### config.mk
export PLATFORM = sky130hd
export DESIGN_NAME = clock_buffer_pool_manager
export DESIGN_NICKNAME = d
export VERILOG_FILES = /design/src/rtl/cbpm_pkg.sv /design/src/rtl/cbpm_frame_store.sv /design/src/rtl/clock_buffer_pool_manager.sv
export SDC_FILE = /design/constraint.sdc
export NUM_CORES = 1
export LEC_CHECK = 0
export BUFFER_PORTS_ARGS = -buffer_cell sky130_fd_sc_hd__buf_2
export CORE_ASPECT_RATIO = 2
export CORE_MARGIN = 8
export CORE_UTILIZATION = 55
export DETAILED_ROUTE_END_ITERATION = 10
export GPL_TIMING_DRIVEN = 0
export PLACE_DENSITY_LB_ADDON = 0.2
export SYNTH_ARGS = -nofsm -noshare
export SYNTH_HDL_FRONTEND = slang
export SYNTH_SLANG_ARGS = --single-unit
### constraint.sdc
create_clock -name i_clk -period 11.1 [get_ports i_clk]
set_input_delay 0.555 -clock i_clk [delete_from_list [all_inputs] [get_ports i_clk]]
set_output_delay 0.555 -clock i_clk [all_outputs]
set_load 0.02 [all_outputs]
### src/rtl/cbpm_pkg.sv
// Shared types and codes of the clock buffer pool manager.
package cbpm_pkg;

    localparam int FRAME_W = 6;
    localparam int FILE_W  = 8;
    localparam int PAGE_W  = 24;
    localparam int PIN_W   = 8;

    localparam logic [2:0] CMD_READ     = 3'd0;
    localparam logic [2:0] CMD_ALLOCATE = 3'd1;
    localparam logic [2:0] CMD_UNPIN    = 3'd2;
    localparam logic [2:0] CMD_DISPOSE  = 3'd3;
    localparam logic [2:0] CMD_FLUSH    = 3'd4;

    localparam logic [2:0] ST_OK        = 3'd0;
    localparam logic [2:0] ST_BUSY      = 3'd1;
    localparam logic [2:0] ST_NOTFOUND  = 3'd2;
    localparam logic [2:0] ST_NOTPINNED = 3'd3;
    localparam logic [2:0] ST_PINNED    = 3'd4;

    localparam logic [PIN_W-1:0] PIN_MAX = '1;

    typedef struct packed {
        logic [2:0]        command;
        logic [FILE_W-1:0] file_id;
        logic [PAGE_W-1:0] page_number;
        logic              mark_dirty;
    } t_req;

    typedef struct packed {
        logic [2:0]         status;
        logic [FRAME_W-1:0] frame_index;
        logic               write_back;
        logic [FILE_W-1:0]  victim_file;
        logic [PAGE_W-1:0]  victim_page;
        logic               hit;
        logic               last;
    } t_rsp;

    // One frame table entry; the valid bit lives in flops beside it.
    typedef struct packed {
        logic [FILE_W-1:0] file_id;
        logic [PAGE_W-1:0] page_number;
        logic              referenced;
        logic              dirty;
        logic [PIN_W-1:0]  pins;
    } t_entry;

    typedef enum logic [3:0] {
        S_IDLE,
        S_LK_RD,
        S_LK_EV,
        S_SW_RD,
        S_SW_EV,
        S_FL_RD,
        S_FL_EV,
        S_FL_DONE
    } t_state;

endpackage

### src/rtl/cbpm_frame_store.sv
// Frame table memory with one read and one write port, plus reset-cleared valid bits.
module cbpm_frame_store
    import cbpm_pkg::*;
#(
    parameter int FRAMES = 16,
    parameter int IW     = 4
) (
    input  logic           i_clk,
    input  logic           i_rst_n,
    input  logic           i_rd_en,
    input  logic [IW-1:0]  i_rd_addr,
    output t_entry         o_rd_entry,
    output logic           o_rd_valid,
    input  logic           i_wr_en,
    input  logic [IW-1:0]  i_wr_addr,
    input  t_entry         i_wr_entry,
    input  logic           i_wr_valid
);

    t_entry              r_mem [FRAMES];
    logic [FRAMES-1:0]   r_valid;
    t_entry              r_rd_entry;
    logic                r_rd_valid;

    always_ff @(posedge i_clk) begin
        if (i_wr_en) begin
            r_mem[i_wr_addr] <= i_wr_entry;
        end
        if (i_rd_en) begin
            r_rd_entry <= r_mem[i_rd_addr];
        end
    end

    always_ff @(posedge i_clk) begin
        if (!i_rst_n) begin
            r_valid    <= '0;
            r_rd_valid <= 1'b0;
        end else begin
            if (i_wr_en) begin
                r_valid[i_wr_addr] <= i_wr_valid;
            end
            if (i_rd_en) begin
                r_rd_valid <= r_valid[i_rd_addr];
            end
        end
    end

    assign o_rd_entry = r_rd_entry;
    assign o_rd_valid = r_rd_valid;

endmodule

### src/rtl/clock_buffer_pool_manager.sv
// Top level: frame table sequencer of a clock-replacement buffer pool.
//
//  channel | direction | handshake           | payload
//  request | in        | i_valid / o_stall   | i_req (t_req)
//  result  | out       | o_valid / i_stall   | o_rsp (t_rsp)
//
// Each frame visit is a memory read step, then an evaluate and write-back step.
// Lookup scans frames 0 upward to the first hit; a read miss adds the clock sweep,
// up to 2*FRAMES visits. Flush visits all frames; a pinned one of its file ends it.
// One request at a time; o_stall is high whenever the sequencer is busy.
// Synchronous active-low reset clears valid bits and sets the hand to FRAMES-1.
// A full result register with i_stall high pauses the sequencer before it emits.
module clock_buffer_pool_manager
    import cbpm_pkg::*;
#(
    parameter int FRAMES = 16
) (
    input  logic i_clk,
    input  logic i_rst_n,
    input  logic i_valid,
    output logic o_stall,
    input  t_req i_req,
    output logic o_valid,
    input  logic i_stall,
    output t_rsp o_rsp
);

    localparam int IW = (FRAMES > 1) ? $clog2(FRAMES) : 1;
    localparam int CW = $clog2(2 * FRAMES);
    localparam logic [IW-1:0] LAST_IDX  = IW'(FRAMES - 1);
    localparam logic [CW-1:0] LAST_STEP = CW'(2 * FRAMES - 1);

    t_state          r_state, n_state;
    t_req            r_cmd;
    logic [IW-1:0]   r_idx, n_idx;
    logic [IW-1:0]   r_hand, n_hand;
    logic [CW-1:0]   r_cnt, n_cnt;
    logic            r_ov;
    t_rsp            r_out;

    // memory port
    logic            rd_en;
    logic [IW-1:0]   rd_addr;
    t_entry          rd_entry;
    logic            rd_valid;
    logic            wr_en;
    logic [IW-1:0]   wr_addr;
    t_entry          wr_entry;
    logic            wr_valid;

    // emit path
    logic            need_emit;
    logic            emit_fire;
    t_rsp            emit_item;
    logic            emit_ok;
    logic            go;

    logic            accept;
    logic            tag_match;
    logic            file_match;
    logic            sw_take;
    logic [IW-1:0]   hand_inc;

    cbpm_frame_store #(
        .FRAMES (FRAMES),
        .IW     (IW)
    ) u_store (
        .i_clk      (i_clk),
        .i_rst_n    (i_rst_n),
        .i_rd_en    (rd_en),
        .i_rd_addr  (rd_addr),
        .o_rd_entry (rd_entry),
        .o_rd_valid (rd_valid),
        .i_wr_en    (wr_en),
        .i_wr_addr  (wr_addr),
        .i_wr_entry (wr_entry),
        .i_wr_valid (wr_valid)
    );

    assign o_stall    = (r_state != S_IDLE);
    assign accept     = i_valid && (r_state == S_IDLE);
    assign emit_ok    = !r_ov || !i_stall;
    assign tag_match  = rd_valid && (rd_entry.file_id == r_cmd.file_id)
                        && (rd_entry.page_number == r_cmd.page_number);
    assign file_match = rd_valid && (rd_entry.file_id == r_cmd.file_id);
    assign sw_take    = !rd_valid || (!rd_entry.referenced && (rd_entry.pins == '0));
    assign hand_inc   = (r_hand == LAST_IDX) ? '0 : r_hand + 1'b1;

    // Does the current evaluate or flush-done step produce a result item?
    always_comb begin
        need_emit = 1'b0;
        case (r_state)
            S_LK_EV: begin
                need_emit = tag_match || (r_idx == LAST_IDX && r_cmd.command != CMD_READ);
            end
            S_SW_EV: begin
                need_emit = sw_take || (r_cnt == LAST_STEP);
            end
            S_FL_EV: begin
                need_emit = file_match && ((rd_entry.pins != '0) || rd_entry.dirty);
            end
            S_FL_DONE: begin
                need_emit = 1'b1;
            end
            default: begin
                need_emit = 1'b0;
            end
        endcase
    end

    assign go        = !need_emit || emit_ok;
    assign emit_fire = need_emit && emit_ok;

    // next state
    always_comb begin
        n_state = r_state;
        case (r_state)
            S_IDLE: begin
                if (accept) begin
                    if (i_req.command == CMD_READ || i_req.command == CMD_UNPIN
                        || i_req.command == CMD_DISPOSE) begin
                        n_state = S_LK_RD;
                    end else if (i_req.command == CMD_ALLOCATE) begin
                        n_state = S_SW_RD;
                    end else if (i_req.command == CMD_FLUSH) begin
                        n_state = S_FL_RD;
                    end
                end
            end
            S_LK_RD: n_state = S_LK_EV;
            S_LK_EV: begin
                if (go) begin
                    if (tag_match) begin
                        n_state = S_IDLE;
                    end else if (r_idx == LAST_IDX) begin
                        n_state = (r_cmd.command == CMD_READ) ? S_SW_RD : S_IDLE;
                    end else begin
                        n_state = S_LK_RD;
                    end
                end
            end
            S_SW_RD: n_state = S_SW_EV;
            S_SW_EV: begin
                if (go) begin
                    n_state = (need_emit) ? S_IDLE : S_SW_RD;
                end
            end
            S_FL_RD: n_state = S_FL_EV;
            S_FL_EV: begin
                if (go) begin
                    if (file_match && rd_entry.pins != '0) begin
                        n_state = S_IDLE;
                    end else if (r_idx == LAST_IDX) begin
                        n_state = S_FL_DONE;
                    end else begin
                        n_state = S_FL_RD;
                    end
                end
            end
            S_FL_DONE: begin
                if (go) begin
                    n_state = S_IDLE;
                end
            end
            default: n_state = S_IDLE;
        endcase
    end

    // datapath and memory control
    always_comb begin
        n_idx     = r_idx;
        n_hand    = r_hand;
        n_cnt     = r_cnt;
        rd_en     = 1'b0;
        rd_addr   = r_idx;
        wr_en     = 1'b0;
        wr_addr   = r_idx;
        wr_entry  = rd_entry;
        wr_valid  = 1'b1;
        emit_item = '0;
        emit_item.last = 1'b1;
        case (r_state)
            S_IDLE: begin
                n_idx = '0;
                n_cnt = '0;
            end
            S_LK_RD, S_FL_RD: begin
                rd_en = 1'b1;
            end
            S_LK_EV: begin
                if (go && !tag_match && r_idx != LAST_IDX) begin
                    n_idx = r_idx + 1'b1;
                end
                emit_item.frame_index = tag_match ? FRAME_W'(r_idx) : '0;
                if (tag_match) begin
                    wr_en = go;
                    case (r_cmd.command)
                        CMD_READ: begin
                            if (rd_entry.pins != PIN_MAX) begin
                                wr_entry.pins = rd_entry.pins + 1'b1;
                            end
                            wr_entry.referenced = 1'b1;
                            emit_item.hit       = 1'b1;
                        end
                        CMD_UNPIN: begin
                            if (rd_entry.pins == '0) begin
                                wr_en            = 1'b0;
                                emit_item.status = ST_NOTPINNED;
                            end else begin
                                wr_entry.pins  = rd_entry.pins - 1'b1;
                                wr_entry.dirty = rd_entry.dirty | r_cmd.mark_dirty;
                            end
                        end
                        default: begin
                            wr_valid = 1'b0;
                        end
                    endcase
                end else if (r_cmd.command == CMD_UNPIN) begin
                    emit_item.status = ST_NOTFOUND;
                end
            end
            S_SW_RD: begin
                n_hand  = hand_inc;
                rd_en   = 1'b1;
                rd_addr = hand_inc;
            end
            S_SW_EV: begin
                wr_addr = r_hand;
                wr_en   = go && (sw_take || rd_entry.referenced);
                n_cnt   = go ? r_cnt + 1'b1 : r_cnt;
                if (sw_take) begin
                    wr_entry.file_id     = r_cmd.file_id;
                    wr_entry.page_number = r_cmd.page_number;
                    wr_entry.referenced  = 1'b1;
                    wr_entry.dirty       = 1'b0;
                    wr_entry.pins        = PIN_W'(1);
                    emit_item.frame_index = FRAME_W'(r_hand);
                    if (rd_valid && rd_entry.dirty) begin
                        emit_item.write_back  = 1'b1;
                        emit_item.victim_file = rd_entry.file_id;
                        emit_item.victim_page = rd_entry.page_number;
                    end
                end else begin
                    wr_entry.referenced = 1'b0;
                    emit_item.status    = ST_BUSY;
                end
            end
            S_FL_EV: begin
                if (go && r_idx != LAST_IDX) begin
                    n_idx = r_idx + 1'b1;
                end
                emit_item.frame_index = FRAME_W'(r_idx);
                if (file_match && rd_entry.pins != '0) begin
                    emit_item.status = ST_PINNED;
                end else begin
                    wr_en                 = go && file_match;
                    wr_valid              = 1'b0;
                    wr_entry.dirty        = 1'b0;
                    emit_item.write_back  = 1'b1;
                    emit_item.victim_file = rd_entry.file_id;
                    emit_item.victim_page = rd_entry.page_number;
                    emit_item.last        = 1'b0;
                end
            end
            default: begin
                n_idx = r_idx;
            end
        endcase
    end

    always_ff @(posedge i_clk) begin
        if (!i_rst_n) begin
            r_state <= S_IDLE;
            r_hand  <= LAST_IDX;
            r_ov    <= 1'b0;
            r_idx   <= '0;
            r_cnt   <= '0;
        end else begin
            r_state <= n_state;
            r_hand  <= n_hand;
            r_idx   <= n_idx;
            r_cnt   <= n_cnt;
            if (emit_fire) begin
                r_ov <= 1'b1;
            end else if (!i_stall) begin
                r_ov <= 1'b0;
            end
        end
    end

    // request and result payload
    always_ff @(posedge i_clk) begin
        if (accept) begin
            r_cmd <= i_req;
        end
        if (emit_fire) begin
            r_out <= emit_item;
        end
    end

    assign o_valid = r_ov;
    assign o_rsp   = r_out;

    // sweep never runs past two full passes
    a_sweep_bound: assert property (@(posedge i_clk) disable iff (!i_rst_n)
        (r_state == S_SW_EV) |-> (r_cnt <= LAST_STEP))
        else $error("sweep step count overrun");

    // a final result item always returns the sequencer to idle
    a_last_idle: assert property (@(posedge i_clk) disable iff (!i_rst_n)
        (emit_fire && emit_item.last) |=> (r_state == S_IDLE))
        else $error("final item without return to idle");

    // memory writes only from evaluate steps
    a_write_state: assert property (@(posedge i_clk) disable iff (!i_rst_n)
        wr_en |-> (r_state == S_LK_EV || r_state == S_SW_EV || r_state == S_FL_EV))
        else $error("frame write outside evaluate step");

    // an unknown command leaves the block idle
    a_unknown_cmd: assert property (@(posedge i_clk) disable iff (!i_rst_n)
        (accept && i_req.command > CMD_FLUSH) |=> (r_state == S_IDLE))
        else $error("unknown command started work");

endmodule
==> impl_metrics.yaml, run 1 <==
synthesis:
  synth-edff-count: 792
  synth-seq-cells: 826
  synthFlopType: "edfxtp_1"
  avgSynthCellArea_um2: 19.3
  async_flop_share_pct: 0
  ys_warn_count: 0
  synth_area_um2: 32900
  synth_cell_types: 69
  netlist_instances: 1704
  seq_area_frac_synth_pct: 74.4
cells_and_area:
  ff_latch_area_um2: 24500
  multi_input_area_um2: 8100
  diodes: 0
  final_nets: 1976
  drive_gt1_share_pct: 24.3
  fill_cells: 4065
  area_delta_synth_final_pct: 15.4
  final_common_cell: "edfxtp_1"
  layout_common_cells: "792 x edfxtp_1, 172 x mux4_2, 145 x mux2i_1"
pwr:
  powerDensity_nw_per_um2: 222
  vdd_drop_max_uv: 168
  p_leak_nw: 13.5
place:
  io_buffers: 82
  hpwl_um: 54500
  gp_congestion: 0.874
grt:
  antenna_found_initial: 0
  gr-total-overflow: 0
  grtUsageTotal_pct: 24.1
  grt_pass1_wl_um: 119000
  grt_max_degree: 27
  grt_pass1_vias: 17478
clock_network:
  clock_sinks: 826
  postCtsSetupBuffers: 0
  clkTransAtPathRegs_ns: 0.07
  clock_path_buffers: 3
  clk_latency_ns: 0.62
  cts.htree.levels: 3
  postCtsHoldBufs: 0
  cts_resized: 0
  clockRootBuffer: "clkbuf_16"
  cts_tree: "built"
  numCtsBuffers: 72
worst_setup_path:
  crit_top_cell: "clkbuf_1"
  cp-end-kind: "register"
  worst_r2r_startpoint: "r_state[2]"
  crit_required_ns: 11.42
  crit_type: "reg -> reg"
  worstSetupStartpoint: "r_state[2]"
  max_stage_delay_ns: 1.23
  crit_family: "buffers and inverters"
  path_cells: "clkbuf_1 > nor2b_1 > nand2_1 > a21boi_1 > clkbuf_1 > clkbuf_1 > mux4_2 > mux2i_1 > mux2i_1"
  ff2ff_path_depth: 9
  cpMaxStageDelayCell: "a21boi_1"
  start_kind: "register"
  cp_max_fo: 10
  crit_buf_inv: 3
  cp.arrival_ns: 5.13
  cp_num_cells: 9
floorplan:
  die_x_um: 189
  die_h_um: 362
  core_um2: 59600
  initial_core_util_pct: 55.2
  row_count: 127
  dieArea_um2: 68400
  ios: 86
timing:
  hold_viol: 0
  tightest_slew_ns: 1.58
  fin_skew_ns: 0.0350
  post-route-period-util_pct: 43.3
  holdWs_ns: 0.118
  max_freq_mhz: 208
  slew_headroom_pct: -5.59
  rsz0062_at_grt: "no"
  tns_ns: 0
  fin_crit_ns: 4.81
  setup_violations: 0
  drv_slew: 8
flow_run:
  maxCapViolations: 1
worst_hold_path:
  hp-class: "in -> reg"
  hold_depth: 1
  min-delay-start: "i_req[27]"
detailed_routing:
  post_drt_wl_per_cell_um: 29.7
  via_per_inst: 6.27
  routed_wl_um: 81700
  drtIter0Drc: 1878
  dr.pass1.iters: 6
  post-route-drc-count: 0
  vias: 17273
  ant_nets: 0
status:
  violations: "capacitance limit, slew limit"
  status: "finished with violations"
[state kept, by name (all words and copies together), names as in the netlist]
| signal | count |
|---|---|
| o_rsp | 42 |
| o_valid | 1 |
| r_cmd | 36 |
| r_cnt | 5 |
| r_hand | 4 |
| r_idx | 4 |
| r_state | 3 |
| u_store.o_rd_entry | 42 |
| u_store.o_rd_valid | 1 |
| u_store.r_mem | 672 |
| u_store.r_valid | 16 |
[cell type report]
class                           instances  area share (%)
Buffer                                 89            1.03
Clock buffer                           89            5.08
Clock inverter                         35            1.06
Inverter                               17           0.181
Multi-Input combinational cell        773            21.3
Sequential cell                       826            64.5
Tap cell                              774            2.55
Timing Repair Buffer                  150            4.31
[cell families (layout without fill, tap and decap cells)]
group                      Yosys count  in the layout  synth area share, %
and+or+nand+nor                    306            306                 4.64
other                                1              2               0.0114
muxes                              318            318                 16.2
AOI/OAI and AO/OA                  103            103                 2.15
xor gates and xnor gates            37             37                0.985
adders and majority gates            7              7                0.266
DFF                                826            826                 74.4
buffers and inverters              106            380                 1.38
[worst paths after layout]
path,endpoint,slack (ns)
max,u_store.o_rd_entry[14],6.29
min reg2reg,u_store.r_valid[0],0.46
min,r_cmd[27],0.12
max reg2reg,u_store.o_rd_entry[14],6.29
[report_power, final]
part	internal [mW]	leakage [nW]	switching, mW
combinational	0.558	4.89	1.13
sequential	4.08	7.45	0.121
clock	1.44	1.13	1.10
[worst register-to-register path, cell delays in order, from the launching register on]
cell	delay [ns]
dfxtp_1	0.37
clkbuf_1	0.42
nor2b_1	0.21
nand2_1	0.13
a21boi_1	1.23
clkbuf_1	0.58
clkbuf_1	0.84
mux4_2	0.43
mux2i_1	0.21
mux2i_1	0.10
[synth_stat cells (all sizes together), types with 2 or more instances]
| cell | count | area share (%) |
|---|---|---|
| a21boi | 5 | 0.11 |
| a31o | 3 | 0.080 |
| nand4 | 10 | 0.19 |
| ha | 7 | 0.27 |
| mux2i | 145 | 4.4 |
| a31oi | 14 | 0.27 |
| edfxtp | 792 | 72 |
| a21oi | 19 | 0.29 |
| or3 | 4 | 0.076 |
| a311oi | 2 | 0.053 |
| a21o | 2 | 0.049 |
| clkbuf | 58 | 0.66 |
| nor3 | 22 | 0.46 |
| o31ai | 5 | 0.13 |
| and4 | 2 | 0.057 |
| inv | 17 | 0.19 |
| buf | 31 | 0.52 |
| nor4b | 2 | 0.053 |
| a22o | 4 | 0.11 |
| xnor2 | 6 | 0.16 |
| mux4 | 172 | 12 |
| and3 | 6 | 0.11 |
| nor3b | 5 | 0.11 |
| o211ai | 4 | 0.091 |
| nor4 | 9 | 0.19 |
| and2 | 5 | 0.095 |
| or2 | 5 | 0.095 |
| nand3 | 18 | 0.27 |
| nor2b | 37 | 0.70 |
| a22oi | 2 | 0.046 |
| o21ai | 20 | 0.30 |
| nand2 | 141 | 1.6 |
| o22ai | 3 | 0.057 |
| o311ai | 6 | 0.16 |
| o221ai | 2 | 0.053 |
| nand2b | 4 | 0.076 |
| nand3b | 3 | 0.068 |
| xor2 | 31 | 0.83 |
| a211oi | 6 | 0.19 |
| dfxtp | 34 | 2.1 |
| nor2 | 29 | 0.33 |
[metal layers]
layer	track usage [%]	wire [um]
met5	0	0
met3	4.79	6540
met4	9.54	3300
met2	40.3	40900
met1	30.8	30900
[stage by stage]
stage	area, um^2	util [%]	setup slack [ns]	power (mW)	std cells
finish	38000	63.7	6.29	8.43	2753
global placement	34300	57.5	0.251	5.81	2561
global route	38000	63.7	6.27	8.71	2753
floorplan	32900	-	5.43	5.26	1705
detailed placement	35600	59.8	6.45	5.95	2629
CTS	37900	63.7	6.37	8.46	2753
(Power assumes the default switching activity.)
==> run 2: changes to the inputs <==
- ABC_AREA: unset -> 1
- clock period: 11.1 -> 4.7 ns (I/O delays scaled with it)
==> run 2 against run 1 <==
Against the previous run: the run now ends clean; combinational power grew to 4.4 times the previous value; sequential share of layout area is 0.75 points lower; via count is 41% higher; critical endpoint is now u_store.r_mem[0][33].
==> impl_metrics.yaml, run 2 <==
timing:
  holdWs_ns: 0.0379
  fin_crit_ns: 4.22
  fin_skew_ns: 0.0415
  post-route-period-util_pct: 89.8
  tightest_slew_ns: 1.33
  max_freq_mhz: 237
  drv_slew: 0
  setup_violations: 0
  hold_viol: 0
  rsz0062_at_grt: "no"
  slew_headroom_pct: 11.6
worst_setup_path:
  start_kind: "register"
  r2r_slack_ns: 0.48
  crit_type: "reg -> reg"
  cp-end-kind: "register"
  cp_max_fo: 22
  ff2ff_path_depth: 10
  max_stage_delay_ns: 0.83
  path_cells: "xor2_1 > nor2_1 > nand2_1 > nor2_1 > nand4_2 > o21ai_2 > and2_1 > nand2_1 > nor2_4 > buf_12"
  r2r-end: "u_store.r_mem[0][33]"
  cp.arrival_ns: 4.54
  worstSetupStartpoint: "r_cmd[19]"
  worst_r2r_startpoint: "r_cmd[19]"
  crit_family: "simple AND/OR/NAND/NOR gates"
  crit_buf_inv: 1
  crit_required_ns: 5.02
  cpMaxStageDelayCell: "nor2_4"
detailed_routing:
  ant_nets: 0
  routed_wl_um: 110000
  vias: 24283
  drtIter0Drc: 2805
  post-route-drc-count: 0
  post_drt_wl_per_cell_um: 29.5
  via_per_inst: 6.52
  dr.pass1.iters: 6
clock_network:
  clockRootBuffer: "clkbuf_16"
  cts_resized: 0
  cts_tree: "built"
  clkTransAtPathRegs_ns: 0.07
  cts.htree.levels: 3
  numCtsBuffers: 71
  clock_sinks: 826
  postCtsSetupBuffers: 0
  clock_path_buffers: 3
  clk_latency_ns: 0.66
floorplan:
  core_um2: 60700
  initial_core_util_pct: 55.3
  dieArea_um2: 69700
  ios: 86
  die_h_um: 365
  die_x_um: 191
  row_count: 128
worst_hold_path:
  hold_depth: 5
  hold_end: "o_valid"
  hp-class: "in -> reg"
  min-delay-start: "i_stall"
grt:
  grt_pass1_wl_um: 158000
  gr-total-overflow: 0
  grt_max_degree: 31
  grtUsageTotal_pct: 31.4
  antenna_found_initial: 1
  grt_pass1_vias: 24891
cells_and_area:
  layout_common_cells: "792 x edfxtp_1, 475 x nor2_1, 292 x o21ai_0"
  drive_gt1_share_pct: 11.8
  largest-register: "u_store.r_mem"
  fin_area_um2: 38400
  final_nets: 2935
  largest_reg_flops: 672
  final_common_cell: "edfxtp_1"
  area_delta_synth_final_pct: 14.3
synthesis:
  synth-seq-cells: 826
  synth_commonest_cells: "792 x edfxtp_1, 481 x nor2_1, 330 x o21ai_0"
  yosys.area_share.adder_pct: 0.261
  async_flop_share_pct: 0
  ys_warn_count: 0
  yosysMostFrequentCell: "edfxtp_1"
  ys_top_cells_by_area: "edfxtp_1 71%, nor2_1 5.4%, o21ai_0 4.9%"
  synthSimpleGateAreaFrac_pct: 9.95
  synth_top_area_share_pct: 70.8
  synth_top_family_by_area: "compound AO/OA/AOI/OAI gates"
  muxShareOfSynthArea_pct: 0
  synthXorXnorAreaFrac_pct: 0.730
  synth_compound_area_share_pct: 12.3
  seq_area_frac_synth_pct: 72.8
  avgSynthCellArea_um2: 12.7
  netlist_instances: 2651
  synth_top_area_cell: "edfxtp_1"
  synth-edff-count: 792
  synth_cell_types: 52
  synthFlopType: "edfxtp_1"
  synth_area_um2: 33600
pwr:
  vdd_drop_max_uv: 373
  powerDensity_nw_per_um2: 627
  p_leak_nw: 13.0
place:
  io_buffers: 83
  dpl_cell_area_um2: 35700
  hpwl_um: 74500
  gp_congestion: 0.912
flow_run:
  maxCapViolations: 0
status:
  status: "complete, no violations"
[run 2: cell types whose count changed in the layout (fill, tap and decap cells not counted), moves of 37 or more]
cell	change
nor2b_1	-37
mux4_2	-172
o22ai_1	+47
o221ai_1	+101
inv_1	+100
clkbuf_1	+41
nand2_1	+79
mux2i_1	-145
o21ai_1	+70
o211ai_1	+78
dlygate4sd3_1	+37
nor2_1	+450
o21ai_0	+277
nand3_1	+49
[run 2: metal layers]
layer / global-route usage, % / wire length, um / vias up
met5: 0 / 12 / -
met4: 25.2 / 9350 / 2
met3: 6.92 / 10100 / 555
met2: 54.8 / 56500 / 1695
met1: 31.8 / 33800 / 11812
li1: - / - / 10219
[run 2: cell type report]
type / instances / area [um^2]
clock buffers: 86 / 1850
well taps: 780 / 976
fillers: 4514 / 22300
plain buffers: 165 / 782
flip-flops and latches: 826 / 24500
diodes: 3 / 7.51
multi-input cells: 1521 / 7860
clock inverters: 41 / 499
inverters: 140 / 529
repair buffers: 163 / 1430
[run 2: kinds of logic (layout without fill, tap and decap cells)]
group,after synthesis,in the layout
AND/OR/NAND/NOR,817,817
buffers and inverters,305,595
AO/OA/AOI/OAI,667,667
adder cells (fa/ha/maj),7,7
XOR/XNOR,28,28
flip-flops,826,826
other,1,5
[run 2: repair_timing]
item / CTS / global route
endpoints found under the setup margin: 0 / 0
endpoints found under the hold margin: 40 / 0
hold buffers: 37 / 0
[run 2: where the power goes]
group          total [mW]  switching, mW  leakage (nW)  internal (mW)
combinational        7.46           5.68          4.44           1.79
sequential           10.5          0.354          7.45           10.2
clock                6.08           2.70          1.13           3.39
total                24.1           8.73          13.0           15.4
[run 2: worst max path at each step]
stage / to / slack (ns) / cells after the start
4_1_cts: u_store.r_mem[8][38] / 0.31 / 9
6_report: u_store.r_mem[0][33] / 0.48 / 10
3_3_place_gp: u_store.r_mem[1][37] / -2.44 / 9
2_1_floorplan: u_store.r_mem[0][0] / 0.67 / 13
3_5_place_dp: u_store.r_mem[11][38] / 0.30 / 9
5_1_grt: u_store.r_mem[13][0] / 0.35 / 9
[run 2: worst register-to-register path, cell delays in order, from the launching register on]
cell and delay (ns):
edfxtp_1 0.43, xor2_1 0.21, nor2_1 0.25, nand2_1 0.10
nor2_1 0.75, nand4_2 0.34, o21ai_2 0.31, and2_1 0.20
nand2_1 0.14, nor2_4 0.83, buf_12 0.33
[run 2: stage by stage]
stage	TNS (ns)	total power, mW	worst slack (ns)	cells	util, %
after floorplan	0	14.6	0.670	2652	-
after global placement	-602.61	17.3	-2.44	3515	57.6
after detailed placement	0	17.8	0.303	3557	58.8
after CTS	0	23.8	0.308	3721	63.2
after global routing	0	24.8	0.350	3722	63.3
final	0	24.1	0.480	3725	63.3
